## config.mk

```make
export PLATFORM = sky130hd
export DESIGN_NAME = bree_word_unit
export DESIGN_NICKNAME = d
export VERILOG_FILES = /design/src/bree_pkg.sv /design/src/bree_word_unit.sv
export SDC_FILE = /design/constraint.sdc
export NUM_CORES = 1
export LEC_CHECK = 0
export BUFFER_PORTS_ARGS = -buffer_cell sky130_fd_sc_hd__buf_2
export CORE_MARGIN = 2
export CORE_UTILIZATION = 50
export DETAILED_ROUTE_END_ITERATION = 6
export PLACE_DENSITY = 0.78
export RECOVER_POWER = 25
export SYNTH_ARGS = -nofsm -noshare
export SYNTH_HDL_FRONTEND = slang
export SYNTH_SLANG_ARGS = --single-unit
```

## constraint.sdc

```tcl
create_clock -name vclk -period 4.5
set_input_delay 0.675 -clock vclk [all_inputs]
set_output_delay 0.675 -clock vclk [all_outputs]
set_load 0.02 [all_outputs]
```

## src/bree_pkg.sv

```systemverilog
`default_nettype none

package bree_pkg;

  localparam int MaxBits   = 65536;
  localparam int WordBits  = 64;
  localparam int NumWords  = (MaxBits + WordBits - 1) / WordBits;
  localparam int AddrW     = $clog2(NumWords);
  localparam int IdxW      = $clog2(WordBits);
  localparam int SizeW     = 17;
  localparam int PosW      = 16;
  localparam int InTdataW  = 40;
  localparam int OutTdataW = 40;
  localparam int CfgAddrW  = 3;
  localparam int CfgDataW  = 32;

  localparam logic [SizeW-1:0] SizeMax   = SizeW'(MaxBits);
  localparam logic [SizeW-1:0] SizeReset = SizeW'(MaxBits);

  localparam logic [0:0] REG_BITMAP_SIZE = 1'b0;

  typedef enum logic [1:0] {
    ACT_SET        = 2'd0,
    ACT_CLEAR      = 2'd1,
    ACT_FIND_SET   = 2'd2,
    ACT_FIND_CLEAR = 2'd3
  } action_e;

  typedef struct packed {
    logic            lo_en;
    logic [IdxW-1:0] lo;
    logic            hi_en;
    logic [IdxW-1:0] hi;
    logic            val;
    logic            inv;
  } wu_ctl_t;

  typedef struct packed {
    logic [WordBits-1:0] wdata;
    logic                hit;
    logic [IdxW-1:0]     pos;
  } wu_res_t;

endpackage

`default_nettype wire

```

## src/bree_word_unit.sv

```systemverilog
`default_nettype none

module bree_word_unit (
  input  logic [bree_pkg::WordBits-1:0] word_i,
  input  bree_pkg::wu_ctl_t             ctl_i,
  output bree_pkg::wu_res_t             res_o
);

  import bree_pkg::*;

  logic [WordBits-1:0] mask;
  logic [WordBits-1:0] look;
  logic                look_val;

  always_comb begin
    look_val = ctl_i.val ^ ctl_i.inv;
    for (int i = 0; i < WordBits; i++) begin
      mask[i] = (!ctl_i.lo_en || (IdxW'(i) >= ctl_i.lo)) &&
                (!ctl_i.hi_en || (IdxW'(i) <= ctl_i.hi));
    end
    look        = (look_val ? word_i : ~word_i) & mask;
    res_o.wdata = ctl_i.val ? (word_i | mask) : (word_i & ~mask);
    res_o.hit   = |look;
    res_o.pos   = '0;
    // lowest matching bit wins
    for (int i = WordBits - 1; i >= 0; i--) begin
      if (look[i]) begin
        res_o.pos = IdxW'(i);
      end
    end
  end

endmodule

`default_nettype wire

```

### Word-level counts from Yosys, hierarchy flattened

Index checks and enable logic that the tools add are counted.

| storage, ports and cells | value |
|---|---|
| input port bits | 80 |
| register bits after elaboration | 0 |
| word-level logic and storage cells | 395 |

| cells by class | value |
|---|---|
| order comparisons | 128 |
| bitwise logic cells | 6 |
| reduce and logical (&&, ||, !) cells | 195 |
| muxes and demuxes | 66 |

Operators with widths:

| operator | count |
|---|---|
| $mux 6 | 64 |
| $ge 6x6->1 const A | 32 |
| $le 6x6->1 const A | 32 |
| $and 64x64->64 | 2 |
| $logic_or 1x1->1 | 128 |
| $mux 64 | 2 |
| $not 64->64 | 2 |
| $ge 5x6->1 const A | 16 |
| $le 5x6->1 const A | 16 |
| $logic_and 1x1->1 | 64 |
| $or 64x64->64 | 1 |
| $reduce_or 64->1 | 1 |
| $ge 4x6->1 const A | 8 |
| $le 4x6->1 const A | 8 |
| $ge 3x6->1 const A | 4 |
| $le 3x6->1 const A | 4 |
| $ge 1x6->1 const A | 2 |
| $ge 2x6->1 const A | 2 |
| $le 1x6->1 const A | 2 |
| $le 2x6->1 const A | 2 |
| $logic_not 1->1 | 2 |
| $xor 1x1->1 | 1 |

### Logic depth before layout (Yosys ltp)

| logic depth | value |
|---|---|
| depth after elaboration | 68 |
| mapped depth | 13 |
| mapped depth without buffers | 9 |

### Worst setup path before layout

No wires, ideal clock.

| path | value |
|---|---|
| path type | input to output |
| start point | input ctl_i[3] (netlist bit) |
| end point | output res_o[2] (netlist bit) |
| required time | 3.825 ns |
| stages | 10 |
| path slack | 0.707 ns |
| path buffers | 3 |
| arrival | 3.118 ns |
| cells stage by stage | buf_2 > buf_2 > buf_2 > nor4_1 > o21ai_0 > a31oi_1 > nand2_1 > or4_1 > a21o_1 > a221oi_1 |

RTL lines:

| what | RTL line | source |
|---|---|---|
| from (decl) | bree_word_unit.sv:5 | `input bree_pkg::wu_ctl_t ctl_i,` |
| to (decl) | bree_word_unit.sv:6 | `output bree_pkg::wu_res_t res_o` |

==> results.md <==
- Status: finished, final reports clean
- Drt pass-1 iters: 6
- Initial DRC Count: about 950
- CP Buf/Inv Count: 2
- Pin count of the biggest net entering global routing: 43
- CP Class: input port to primary output
- Total wire length: between 20000 and 25000 um
- Commonest non-fill, non-tap cell in the layout: buf_2
- PD cells: between 150 and 200 nW/um2
- Setup bufs post-CTS: 0
- Mux contribution to synthesized area: between 10 and 15%
- Min-delay worst type: input port to primary output
- Post-CTS resize count: 0
- Syn Area/Cell: 6.725 um2
- Area contributors post-synth: mux2_2 12%, xnor2_1 7.2%, o21ai_0 7.1%
- Placer Congestion: around 1.0
- Max-capacitance violation count: 0
- Mapped Cells: about 720
- Commonest non-fill, non-tap cells in the layout: 143 x buf_2, 69 x nand2_1, 68 x o21ai_0, 51 x mux2_2, 39 x xnor2_1
- Final hold violations: 0
- Synth unique cells: between 70 and 80
- ANT cells: 0
- Post-synth top area share: 11.85%
- Final min period: ~4.3 ns
- Number of vias per cell: a little under 7
- Syn-to-layout area delta: 17.24%
- Slowest CP cell: a221o_1
- Synth Area in Compound Gates: a little over two fifths
- Final period utilization: between 90% and 100%
- CP startpoint kind: input port
- Cell taking the most area after synthesis: mux2_2
- Lkg Pwr: 2.399 nW
- Post-synthesis simple-gate area fraction: a little over a quarter
- Die height: 102.5 um
- Seq/Total Area, Yosys: 0%
- Drt wl/cell: around 21 um
- Largest family of logic cells by synthesized area: compound AO/OA/AOI/OAI gates
- RSZ-0062 raised after global routing: false
- Seq Cell Count: 0
- Seq. cell area: 0 um2
- Final Max Tran Viols: 0
- Post-route DRC: 0
- Total core area: 9328 um2
- Synth Area in Adders: 0%
- WHS Endpoint: res_o[66]
- Total track usage: a little under two fifths
- Max_slew headroom: 30.37%
- Number of global-route vias before repair: 6044
- Fraction of layout cells with a size suffix above 1: a little under a third
- Worst Path Max Fanout: 34
- Critical Path End Type: primary output
- Cts hold-fix bufs: 0
- Antenna violations before repair: 0
- Footprint of the multi-input gates: 4394 um2
- Worst-Margin Slew: between 1 and 1.5 ns
- Critical Path AT: 3.67 ns
- Die extent in x: 102.5 um
- Setup TNS: 0 ns
- Syn Nets: around 800
- CP delay by family, top: compound AO/OA/AOI/OAI gates
- Antenna viol nets, final: 0
- DP HPWL: roughly 16000 um
- Die area: approximately 11000 um2
- Vias: 6587
- Hold_ws: around 1.7 ns
- Initial Util: about half
- Post-Synth XOR/XNOR Area: a little under a tenth
- Hold Crit Start: word_i[59]
- CLK BUF: 0
- First-pass GRT wire length: approximately 32000 um
- Worst Hold Path Cells: 3
- Ys Warns: 0
- Syn Std Cell Area: 4848 um2
- Grt ovf: 0
- Rows: 35
- Port bufs: approximately 150
- Worst Path Required: between 3 and 4 ns
- CP peak stage delay: 0.42 ns
- Filler instances: between 900 and 1k
- I/O pins: approximately 150
- Worst path cell trace: clkbuf_4 -> and4_1 -> a221o_1 -> a311oi_1 -> o32ai_1 -> a31oi_1 -> o311ai_0 -> a211o_1 -> a211oi_1 -> o21ai_1 -> buf_2
- Highest clock rate: 230.1 MHz
- Max VDD drop: around 0.00013 V
- # setup viols final: 0
- Final layout net count: approximately 920
==> area by class of cell <==
cell class	count	area share, %
Tap cell	129	2.840
Inverter	32	2.113
Timing Repair Buffer	180	17.74
Multi-Input combinational cell	627	77.31
==> worst max path at each step <==
| stage | cells past startpoint | endpoint | from |
|---|---|---|---|
| floorplan | 10 | res_o[2] | ctl_i[3] |
| global placement | 11 | res_o[0] | ctl_i[12] |
| detailed placement | 11 | res_o[0] | ctl_i[7] |
| CTS | 11 | res_o[0] | ctl_i[7] |
| global route | 12 | res_o[0] | ctl_i[6] |
| finish | 11 | res_o[0] | ctl_i[12] |
==> through the flow <==
step           cell area [um2]  power [mW]  cells  setup WS, ns  util [%]
6_report                  5684      0.9206    968        0.1542     60.94
5_1_grt                   5684      0.9885    968       0.04478     60.94
4_1_cts                   5682      0.8997    968        0.1792     60.91
3_5_place_dp              5682      0.8947    968        0.1927     60.91
3_3_place_gp              5682      0.8852    968        0.2751     60.91
2_1_floorplan             4848      0.6309    721        0.7068         -
==> routing by layer <==
metal	track usage [%]	vias up	wire length, um
met4	18.05	0	1112
met5	0	-	0
li1	-	3023	-
met2	63.05	470	9280
met3	4.583	75	1979
met1	49.59	3019	8125
==> power breakdown <==
group | leakage (nW) | internal, mW | switching [mW]
Sequential | 0 | 0 | 0
Clock | 0 | 0 | 0
Combinational | 2.40 | 0.358 | 0.563
==> kinds of logic after synthesis <==
logic type	count (synthesis)
compound gates	287
xor+xnor	44
buf+inv	94
mux	53
simple gates	243
==> Yosys cell counts, drive strengths merged (6+ instances only) <==
| cell type | instances |
|---|---|
| clkbuf | 18 |
| nor4 | 6 |
| o21ai | 70 |
| o211a | 7 |
| xnor2 | 40 |
| o21a | 12 |
| nor2b | 17 |
| nand4 | 10 |
| o311ai | 9 |
| a211o | 10 |
| a31oi | 12 |
| a311oi | 7 |
| inv | 32 |
| and2 | 7 |
| a32oi | 7 |
| a221oi | 15 |
| nand3 | 29 |
| a21o | 9 |
| a211oi | 13 |
| a31o | 6 |
| o31ai | 11 |
| o221ai | 6 |
| nand2b | 13 |
| nor3b | 9 |
| buf | 44 |
| o211ai | 6 |
| or2 | 9 |
| mux2 | 51 |
| a22oi | 10 |
| a21oi | 31 |
| nand2 | 69 |
| nor2 | 35 |
| and3 | 7 |
| nor3 | 14 |
==> worst min-delay path, stage by stage <==
cell and delay (ns):
buf_2 0.09, mux2_2 0.13, buf_2 0.15
(Power assumes the default switching activity.)
